### src/ibvc_pkg.sv
// Shared types and constants for the ID-buffer visibility collector.
// Depends on nothing; every other file of the block imports it.
package ibvc_pkg;

	localparam int MAX_OBJECTS_DEF = 1024;
	localparam int VIEWS_DEF       = 6;
	localparam int OFFSETS_DEF     = 6;
	localparam int MAX_OUT_WORDS   = 16;
	localparam int PIX_W           = 16;
	localparam int CNT_W           = 11;
	localparam int DIV_STEPS       = PIX_W;
	localparam int REG_IDX_W       = 3;
	localparam int REG_DATA_W      = 16;

	typedef enum logic [REG_IDX_W-1:0] {
		REG_ID_STEP      = 3'd0,
		REG_OBJECT_COUNT = 3'd1,
		REG_FULL_VOLUME  = 3'd2,
		REG_LAYER_COUNT  = 3'd3,
		REG_GRID_WIDTH   = 3'd4,
		REG_GRID_DEPTH   = 3'd5
	} reg_idx_t;

	typedef enum logic [2:0] {
		ST_IDLE,
		ST_DIVIDE,
		ST_MARK,
		ST_COUNT,
		ST_EMIT
	} state_t;

	typedef struct packed {
		logic [PIX_W-1:0] pixel_low;
		logic [PIX_W-1:0] pixel_high;
		logic             end_of_view;
	} item_t;

	typedef struct packed {
		logic [63:0] mask_word;
		logic [3:0]  word_index;
		logic [15:0] slot_x;
		logic [15:0] slot_z;
		logic [7:0]  slot_layer;
		logic [10:0] visible_total;
		logic        last_word;
		logic        all_done;
	} result_t;

	// one lane's finding for one pixel
	typedef struct packed {
		logic             hit;
		logic [CNT_W-1:0] idx;
	} mark_t;

endpackage

### src/ibvc_div_lane.sv
// One divider lane: restoring division of a pixel by id_step, one quotient
// bit per cycle, then the range check that turns the quotient into a mark.
// Depends on ibvc_pkg.
module ibvc_div_lane (
	input  logic                       clk,
	input  logic                       arst_n,
	input  logic                       load,
	input  logic                       step,
	input  logic [ibvc_pkg::PIX_W-1:0] pixel,
	input  logic [ibvc_pkg::PIX_W-1:0] divisor,
	input  logic [ibvc_pkg::CNT_W-1:0] count,
	output ibvc_pkg::mark_t            mark
);
	import ibvc_pkg::*;

	logic [PIX_W-1:0] rem_q;
	logic [PIX_W-1:0] quo_q;
	logic [PIX_W:0]   trial;
	logic             fits;
	logic [PIX_W-1:0] idx_full;

	assign trial = {rem_q, quo_q[PIX_W-1]};
	assign fits  = trial >= {1'b0, divisor};

	always_ff @(posedge clk or negedge arst_n) begin
		if (!arst_n) begin
			rem_q <= '0;
			quo_q <= '0;
		end else if (load) begin
			rem_q <= '0;
			quo_q <= pixel;
		end else if (step) begin
			rem_q <= fits ? PIX_W'(trial - {1'b0, divisor}) : trial[PIX_W-1:0];
			quo_q <= {quo_q[PIX_W-2:0], fits};
		end
	end

	// index = quotient - 1, valid only below the object count
	assign idx_full = quo_q - PIX_W'(1);
	assign mark.hit = (divisor != '0) && (quo_q != '0)
		&& (idx_full < {{(PIX_W-CNT_W){1'b0}}, count});
	assign mark.idx = idx_full[CNT_W-1:0];

endmodule

### src/ibvc_bitmap.sv
// Visibility bitmap: one flop per object bit, set by both lanes at once,
// read one 64-bit word at a time, cleared all together at slot end.
// Depends on ibvc_pkg.
module ibvc_bitmap #(
	parameter int WORDS = ibvc_pkg::MAX_OUT_WORDS,
	localparam int IDX_W = (WORDS > 1) ? $clog2(WORDS) : 1
) (
	input  logic             clk,
	input  logic             arst_n,
	input  logic             set_en,
	input  ibvc_pkg::mark_t  mark_a,
	input  ibvc_pkg::mark_t  mark_b,
	input  logic             clear,
	input  logic [IDX_W-1:0] rd_index,
	output logic [63:0]      rd_word
);
	import ibvc_pkg::*;

	localparam int WSEL_W = CNT_W - 6;

	logic [63:0]       map_q [WORDS];
	logic [WSEL_W-1:0] word_a;
	logic [WSEL_W-1:0] word_b;
	logic              store_a;
	logic              store_b;
	logic [63:0]       bit_a;
	logic [63:0]       bit_b;

	assign word_a  = mark_a.idx[CNT_W-1:6];
	assign word_b  = mark_b.idx[CNT_W-1:6];
	// drop marks that land beyond the words ever emitted
	assign store_a = set_en && mark_a.hit && (int'(word_a) < WORDS);
	assign store_b = set_en && mark_b.hit && (int'(word_b) < WORDS);
	assign bit_a   = 64'd1 << mark_a.idx[5:0];
	assign bit_b   = 64'd1 << mark_b.idx[5:0];

	always_ff @(posedge clk or negedge arst_n) begin
		if (!arst_n) begin
			for (int w = 0; w < WORDS; w++) map_q[w] <= '0;
		end else if (clear) begin
			for (int w = 0; w < WORDS; w++) map_q[w] <= '0;
		end else begin
			// merge both lanes into each word before the single update
			for (int w = 0; w < WORDS; w++) begin
				map_q[w] <= map_q[w]
					| ((store_a && int'(word_a) == w) ? bit_a : 64'd0)
					| ((store_b && int'(word_b) == w) ? bit_b : 64'd0);
			end
		end
	end

	assign rd_word = map_q[rd_index];

endmodule

### src/id_buffer_visibility_collector_top.sv
// Top level of the ID-buffer visibility collector: configuration registers,
// control sequencer, two divider lanes, bitmap, slot counters and result word.
// Depends on ibvc_pkg, ibvc_div_lane and ibvc_bitmap.
//
// A word is taken when start is high and busy is low; busy then stays high
// while the two lanes divide their pixels by id_step in parallel, one quotient
// bit per cycle, and while the bitmap bits are set. On the word that completes
// a slot, the block then counts the visible bits of W bitmap words, one word
// per cycle, and sends them, where W is ceil(object_count/64) with the count
// clamped to MAX_OBJECTS, at least one and at most MAX_OUT_WORDS. Results
// leave one per cycle, each marked by result_strobe; the receiver cannot stall
// them. After the last slot of the grid, words are still taken but ignored
// until reset. Register writes take effect at once and belong between words.
module id_buffer_visibility_collector_top #(
	parameter int MAX_OBJECTS      = ibvc_pkg::MAX_OBJECTS_DEF,
	parameter int VIEWS_PER_SLOT   = ibvc_pkg::VIEWS_DEF,
	parameter int OFFSETS_PER_SLOT = ibvc_pkg::OFFSETS_DEF
) (
	input  logic                            clk,
	input  logic                            arst_n,
	input  logic                            start,
	input  ibvc_pkg::item_t                 item,
	output logic                            busy,
	input  logic                            wr_en,
	input  logic [ibvc_pkg::REG_IDX_W-1:0]  wr_index,
	input  logic [ibvc_pkg::REG_DATA_W-1:0] wr_data,
	output logic                            result_strobe,
	output ibvc_pkg::result_t               result
);
	import ibvc_pkg::*;

	localparam int MAP_WORDS = (MAX_OBJECTS + 63) / 64;
	localparam int OUT_WORDS = (MAP_WORDS > MAX_OUT_WORDS) ? MAX_OUT_WORDS : MAP_WORDS;
	localparam int IDX_W     = (OUT_WORDS > 1) ? $clog2(OUT_WORDS) : 1;

	// configuration
	logic [15:0]      id_step_q;
	logic [CNT_W-1:0] object_count_q;
	logic             full_volume_q;
	logic [7:0]       layer_count_q;
	logic [15:0]      grid_width_q;
	logic [15:0]      grid_depth_q;

	// control and slot state
	state_t           state_q, state_d;
	logic [3:0]       step_q;
	logic             eov_q;
	logic [2:0]       view_q;
	logic [2:0]       offset_q;
	logic [7:0]       layer_q;
	logic [15:0]      x_q;
	logic [15:0]      z_q;
	logic             done_q;
	logic [10:0]      total_q;
	logic [IDX_W-1:0] k_q;

	logic             accept;
	logic             go;
	logic [CNT_W-1:0] cnt;
	mark_t            mark_a, mark_b;
	logic [63:0]      rd_word;
	logic [63:0]      masked;
	logic [6:0]       ones;
	logic [5:0]       words_raw;
	logic [5:0]       words_m1;
	logic             last_k;
	logic [2:0]       view_inc, offset_inc;
	logic             view_roll, offset_roll, slot_end;
	logic [7:0]       layer_inc;
	logic [15:0]      x_inc, z_inc;
	logic             layer_wrap, x_wrap, z_wrap, last_slot;

	assign busy   = state_q != ST_IDLE;
	assign accept = start && !busy;
	assign go     = accept && !done_q;

	always_ff @(posedge clk or negedge arst_n) begin
		if (!arst_n) begin
			id_step_q      <= 16'd1;
			object_count_q <= '0;
			full_volume_q  <= 1'b0;
			layer_count_q  <= 8'd1;
			grid_width_q   <= 16'd1;
			grid_depth_q   <= 16'd1;
		end else if (wr_en) begin
			case (wr_index)
				REG_ID_STEP:      id_step_q      <= wr_data;
				REG_OBJECT_COUNT: object_count_q <= wr_data[CNT_W-1:0];
				REG_FULL_VOLUME:  full_volume_q  <= wr_data[0];
				REG_LAYER_COUNT:  layer_count_q  <= wr_data[7:0];
				REG_GRID_WIDTH:   grid_width_q   <= wr_data;
				REG_GRID_DEPTH:   grid_depth_q   <= wr_data;
				default: ;
			endcase
		end
	end

	assign cnt = (int'(object_count_q) > MAX_OBJECTS) ? CNT_W'(MAX_OBJECTS)
		: object_count_q;

	ibvc_div_lane u_lane_lo (
		.clk     (clk),
		.arst_n  (arst_n),
		.load    (go),
		.step    (state_q == ST_DIVIDE),
		.pixel   (item.pixel_low),
		.divisor (id_step_q),
		.count   (cnt),
		.mark    (mark_a)
	);

	ibvc_div_lane u_lane_hi (
		.clk     (clk),
		.arst_n  (arst_n),
		.load    (go),
		.step    (state_q == ST_DIVIDE),
		.pixel   (item.pixel_high),
		.divisor (id_step_q),
		.count   (cnt),
		.mark    (mark_b)
	);

	ibvc_bitmap #(.WORDS(OUT_WORDS)) u_bitmap (
		.clk      (clk),
		.arst_n   (arst_n),
		.set_en   (state_q == ST_MARK),
		.mark_a   (mark_a),
		.mark_b   (mark_b),
		.clear    (state_q == ST_EMIT && last_k),
		.rd_index (k_q),
		.rd_word  (rd_word)
	);

	// bits at or above the object count read as zero
	always_comb begin
		if (5'(k_q) < cnt[CNT_W-1:6]) begin
			masked = rd_word;
		end else if (5'(k_q) == cnt[CNT_W-1:6]) begin
			masked = rd_word & ((64'd1 << cnt[5:0]) - 64'd1);
		end else begin
			masked = '0;
		end
	end

	always_comb begin
		ones = '0;
		for (int b = 0; b < 64; b++) ones = ones + 7'(masked[b]);
	end

	assign words_raw = {1'b0, cnt[CNT_W-1:6]} + 6'(cnt[5:0] != '0);
	assign words_m1  = (words_raw == '0) ? '0
		: (int'(words_raw) > OUT_WORDS) ? 6'(OUT_WORDS - 1) : words_raw - 6'd1;
	assign last_k    = 6'(k_q) == words_m1;

	// view and offset rounds
	assign view_inc    = view_q + 3'd1;
	assign view_roll   = (view_inc == '0) || (int'(view_inc) >= VIEWS_PER_SLOT);
	assign offset_inc  = offset_q + 3'd1;
	assign offset_roll = (offset_inc == '0) || (int'(offset_inc) >= OFFSETS_PER_SLOT);
	assign slot_end    = eov_q && view_roll && (!full_volume_q || offset_roll);

	// grid position after this slot
	assign layer_inc  = layer_q + 8'd1;
	assign layer_wrap = (layer_inc == '0) || (layer_inc >= layer_count_q);
	assign x_inc      = x_q + 16'd1;
	assign x_wrap     = (x_inc == '0) || (x_inc >= grid_width_q);
	assign z_inc      = z_q + 16'd1;
	assign z_wrap     = (z_inc == '0) || (z_inc >= grid_depth_q);
	assign last_slot  = layer_wrap && x_wrap && z_wrap;

	always_ff @(posedge clk or negedge arst_n) begin
		if (!arst_n) state_q <= ST_IDLE;
		else         state_q <= state_d;
	end

	always_comb begin
		state_d = state_q;
		case (state_q)
			ST_IDLE:   if (go) state_d = ST_DIVIDE;
			ST_DIVIDE: if (step_q == 4'(DIV_STEPS - 1)) state_d = ST_MARK;
			ST_MARK:   state_d = slot_end ? ST_COUNT : ST_IDLE;
			ST_COUNT:  if (last_k) state_d = ST_EMIT;
			ST_EMIT:   if (last_k) state_d = ST_IDLE;
			default:   state_d = ST_IDLE;
		endcase
	end

	always_ff @(posedge clk or negedge arst_n) begin
		if (!arst_n) begin
			step_q   <= '0;
			eov_q    <= 1'b0;
			view_q   <= '0;
			offset_q <= '0;
			layer_q  <= '0;
			x_q      <= '0;
			z_q      <= '0;
			done_q   <= 1'b0;
			total_q  <= '0;
			k_q      <= '0;
		end else begin
			case (state_q)
				ST_IDLE: begin
					if (go) begin
						eov_q  <= item.end_of_view;
						step_q <= '0;
					end
				end
				ST_DIVIDE: begin
					step_q <= step_q + 4'd1;
				end
				ST_MARK: begin
					k_q <= '0;
					if (eov_q) begin
						view_q <= view_roll ? 3'd0 : view_inc;
						if (view_roll && full_volume_q)
							offset_q <= offset_roll ? 3'd0 : offset_inc;
					end
					if (slot_end) total_q <= '0;
				end
				ST_COUNT: begin
					total_q <= total_q + 11'(ones);
					k_q     <= last_k ? '0 : k_q + IDX_W'(1);
				end
				ST_EMIT: begin
					k_q <= last_k ? '0 : k_q + IDX_W'(1);
					// advance layer, then x, then z once the last word is out
					if (last_k) begin
						layer_q <= layer_wrap ? 8'd0 : layer_inc;
						if (layer_wrap) begin
							x_q <= x_wrap ? 16'd0 : x_inc;
							if (x_wrap) begin
								z_q <= z_inc;
								if (z_wrap) done_q <= 1'b1;
							end
						end
					end
				end
				default: ;
			endcase
		end
	end

	always_ff @(posedge clk or negedge arst_n) begin
		if (!arst_n) result_strobe <= 1'b0;
		else         result_strobe <= state_q == ST_EMIT;
	end

	always_ff @(posedge clk) begin
		if (state_q == ST_EMIT) begin
			result.mask_word     <= masked;
			result.word_index    <= 4'(k_q);
			result.slot_x        <= x_q;
			result.slot_z        <= z_q;
			result.slot_layer    <= layer_q;
			result.visible_total <= total_q;
			result.last_word     <= last_k;
			result.all_done      <= last_slot;
		end
	end

`ifndef SYNTH
	a_done_idle: assert property (@(posedge clk) disable iff (!arst_n)
		done_q |-> !busy)
		else $error("block busy after grid finished");

	a_last_gap: assert property (@(posedge clk) disable iff (!arst_n)
		result_strobe && result.last_word |=> !result_strobe)
		else $error("word sent after last word of slot");

	a_word_seq: assert property (@(posedge clk) disable iff (!arst_n)
		result_strobe && !result.last_word |=>
			result_strobe && result.word_index == $past(result.word_index) + 4'd1)
		else $error("slot words not contiguous");

	a_count_to_emit: assert property (@(posedge clk) disable iff (!arst_n)
		state_q == ST_COUNT |=> state_q == ST_COUNT || state_q == ST_EMIT)
		else $error("count phase left without emitting");
`endif

endmodule

### config.mk
export PLATFORM = sky130hd
export DESIGN_NAME = id_buffer_visibility_collector_top
export DESIGN_NICKNAME = d
export VERILOG_FILES = /design/src/ibvc_pkg.sv /design/src/ibvc_div_lane.sv /design/src/ibvc_bitmap.sv /design/src/id_buffer_visibility_collector_top.sv
export SDC_FILE = /design/constraint.sdc
export NUM_CORES = 2
export LEC_CHECK = 0
export BUFFER_PORTS_ARGS = -buffer_cell sky130_fd_sc_hd__buf_4
export CORE_MARGIN = 5
export CORE_UTILIZATION = 50
export CTS_BUF_LIST = sky130_fd_sc_hd__clkbuf_4 sky130_fd_sc_hd__clkbuf_8
export DETAILED_ROUTE_END_ITERATION = 7
export PLACE_DENSITY = 0.72
export SYNTH_ARGS = -nofsm -noshare
export SYNTH_HDL_FRONTEND = slang
export SYNTH_SLANG_ARGS = --single-unit
### constraint.sdc
create_clock -name clk -period 23.2 [get_ports clk]
set_input_delay 3.48 -clock clk [delete_from_list [all_inputs] [get_ports clk]]
set_output_delay 3.48 -clock clk [all_outputs]
set_load 0.05 [all_outputs]
==> out/qor_table.md <==
| Metric | Value |
|---|---|
| Status | completed |
| Pwr/cell area | 98.7 nW/um2 |
| Die boundary height | 391 um |
| Final routed DRC violation total | 0 |
| Proportion of total power due to net switching | 0.423 |
| Final-report hold violation count | 0 |
| Combinational group share of total power | 0.365 |
| Routability congestion estimate from global placement | 0.981 |
| Inserted Clock Buffers | 219 |
| Post-CTS Repair Setup Buffers | 0 |
| Part of the power in the clock network | 0.295 |
| Fin area | 80000 um2 |
| Count of synthesis-stage warnings from yosys | 0 |
| Worst Tran Pin Value | 1320 ps |
| Syn avg cell area | 9.78 um2 |
| Max-capacitance violation count | 0 |
| H-tree Lvls | 4 |
| Ports | 179 |
| Share of cells above drive strength 1 | 0.152 |
| Fin util | 0.555 |
| Net Switching | 3.34 mW |
| Number of core rows | 139 |
| Aggregate routed wire length | 265000 um |
| Synth area leader | dfrtp_1 |
| Setup violations, final | 0 |
| Final antenna-violating net count | 0 |
| Post-layout minimum cycle time | 10890 ps |
| Fraction of the yosys area taken by sequential cells | 0.473 |
| Layout net count | 7546 |
| Synth-to-layout area growth | 10.1% |
| Post-CTS resize count | 0 |
| Die Area | 153000 um2 |
| Main flop type after synthesis | dfrtp_1 |
| Share of flip-flops with an asynchronous set or reset after synthesis | 0.910 |
| Most frequent cells in the layout | 1414 x a21oi_1, 1219 x dfrtp_1, 989 x nand2_1, 577 x nor2_1, 302 x mux4_2 |
| Cells taking the most area after synthesis | dfrtp_1 42%, a21oi_1 9.7%, mux4_2 9.4% |
| Vias per inst | 6.90 |
| Detail-routed net length per standard cell | 28.3 um |
| Vias after detailed routing | 64.7k |
| Highest achievable clock rate | 91.8 MHz |
| Initial detailed-routing violation count | 9614 |
| Hold/Removal Path Class | reg2reg |
| Worst IR Drop VDD | 150 uV |
| Combined area of all synthesized cells | 72600 um2 |
| Cell area reported after detailed placement | 75000 um2 |
| Total of buffers placed on input and output ports | 178 |
| Most common library cell in the layout ignoring fill and taps | a21oi_1 |
| Data arrival, critical path | 11760 ps |
| Gate Count Post-Synth | 7425 |
| Flip-flop and latch count after synthesis | 1348 |
| Clk_skew | 96.1 ps |
| Clk_lat worst skew | 1010 ps |
| Filler cells | 12.2k |
| Global-route wire length before repair | 394000 um |
| Category of the critical setup timing path | reg2reg |
| CTS Root Buffer Type | clkbuf_8 |
| Post-DP HPWL | 154000 um |
| Overall overflow remaining after global route | 0 |
| Unrepaired setup endpoints after global routing | no |
| Number of pins exceeding their max-slew limit in the final report | 0 |
| Net count of the mapped netlist | 7686 |
| Critical path required time | 24070 ps |
| Number of synthesized flops with an enable pin | 121 |
| Number of detailed-route iterations in the first pass | 7 |
| TritonCTS clock tree | built |
| Critical path launch point type | flop |
| Worst-path clk slew | 60 ps |
| Number of unique standard cell types used by synthesis | 86 |
| Type of element capturing the critical path | flop |
| Sum of negative setup slack | 0 ps |
| Initial antenna violation count | 17 |
| Total Routing Usage GR | 0.338 |
| Seq pwr share | 0.341 |
| Buffers from clock root to sink, at most | 3 |
| CTS Hold Buffers Added | 0 |
| Initial cell density of the core | 0.504 |
| Fraction of post-synthesis cell area in the top cell type by area | 0.421 |
| Clk sink count | 1348 |
| Vias in the first global route | 62.5k |
| Core Region | 144000 um2 |
| Relative slew margins | 0.119 |
| Total internal power | 4.55 mW |
| Post-route clock period utilization | 0.469 |
| Die X-Extent | 391 um |
| Pleak | 34.2 nW |
| Maximum fanout count along the critical path | 100 |
| Largest net degree at the start of global routing | 232 |
==> metrics by stage <==
stage / instances / setup WS, ps / total power [mW] / hold WS (ps)
after floorplan: 7425 / 10070 / 4.38 / 423
after detailed placement: 8967 / 12630 / 5.47 / 473
final: 9385 / 12310 / 7.89 / 490
after global placement: 8967 / 12630 / 5.43 / 464
after CTS: 9378 / 12600 / 7.77 / 489
after global routing: 9379 / 12040 / 8.12 / 512
==> cell families after synthesis <==
family | after synthesis | synth area share
AOI/OAI and AO/OA | 2323 | 0.186
and+or+nand+nor | 2191 | 0.132
DFF | 1348 | 0.473
buffers and inverters | 849 | 0.0467
muxes | 402 | 0.108
adders and majority gates | 205 | 0.0413
xor gates and xnor gates | 107 | 0.0130
==> area by class of cell <==
| cell class | instances | area, um2 | area share |
|---|---|---|---|
| antenna | 7 | 17.5 | 0.000219 |
| clock buffer | 354 | 4350 | 0.0544 |
| clock inverter | 57 | 594 | 0.00743 |
| inverter | 185 | 694 | 0.00868 |
| multi-input combinational | 5228 | 35100 | 0.439 |
| sequential | 1348 | 34400 | 0.430 |
| tap | 1903 | 2380 | 0.0298 |
| timing repair buffer | 303 | 2440 | 0.0305 |
==> path summary, 6_finish.rpt <==
check | slack, ps | to | depth (start not counted) | start
worst min register to register | 490 | u_lane_lo.rem_q[15] | 2 | u_lane_lo.rem_q[15]
worst max register to register | 12310 | total_q[8] | 27 | k_q[2]
worst min-delay path | 490 | u_lane_lo.rem_q[15] | 2 | u_lane_lo.rem_q[15]
max in group asynchronous | 16840 | u_bitmap.map_q[804] | 5 | arst_n
min in group asynchronous | 2410 | x_q[5] | 1 | arst_n
worst max-delay path | 12310 | total_q[8] | 27 | k_q[2]
==> power by group through the flow <==
stage / registers, mW / logic (mW) / clock network, mW
floorplan: 2.64 / 1.74 / 0
global placement: 2.72 / 2.71 / 0
detailed placement: 2.72 / 2.74 / 0
CTS: 2.68 / 2.75 / 2.33
global route: 2.70 / 2.98 / 2.44
finish: 2.69 / 2.88 / 2.33
==> worst max-delay path, cell delays in order (launching register included) <==
cell,delay [ps]
dfrtp_4,780
buf_12,510
buf_4,810
buf_4,740
mux4_2,400
mux4_2,510
a21boi_0,210
fa_1,550
inv_1,50
fa_1,500
inv_1,70
fa_1,480
fa_1,590
fa_1,460
fa_1,570
fa_1,440
fa_1,520
inv_1,50
fa_1,410
fa_1,470
nor2b_1,120
o21ai_0,110
a21oi_1,200
o21ai_0,130
a21boi_0,350
o21a_1,190
nor3_1,50
o31ai_1,210
==> routing by layer <==
metal / GRT usage / vias to the layer above / share of wire
met5: 0.000940 / - / 0.00043
met4: 0.180 / 14 / 0.063
met3: 0.130 / 1131 / 0.15
met2: 0.494 / 5152 / 0.43
met1: 0.438 / 31700 / 0.36
li1: - / 26700 / -
==> sequential cells by signal, summed over array words and instances (netlist names), 4 cells and up <==
name / cells
u_lane_hi.quo_q: 16
layer_count_q: 8
z_q: 16
grid_width_q: 16
u_lane_lo.rem_q: 16
step_q: 4
u_lane_hi.rem_q: 16
u_lane_lo.quo_q: 16
grid_depth_q: 16
layer_q: 8
total_q: 11
result: 121
object_count_q: 11
u_bitmap.map_q: 1024
k_q: 4
x_q: 16
id_step_q: 16
==> synthesized netlist by cell type (all sizes together), types with 171 or more instances <==
cell       n
o21ai    171
nor2     586
nand3    192
a21oi   1415
dfrtp   1223
buf      201
inv      183
nand2    994
a31oi    301
a221oi   216
clkbuf   463
mux4     302
No activity file was read; power rests on OpenSTA's default activity.
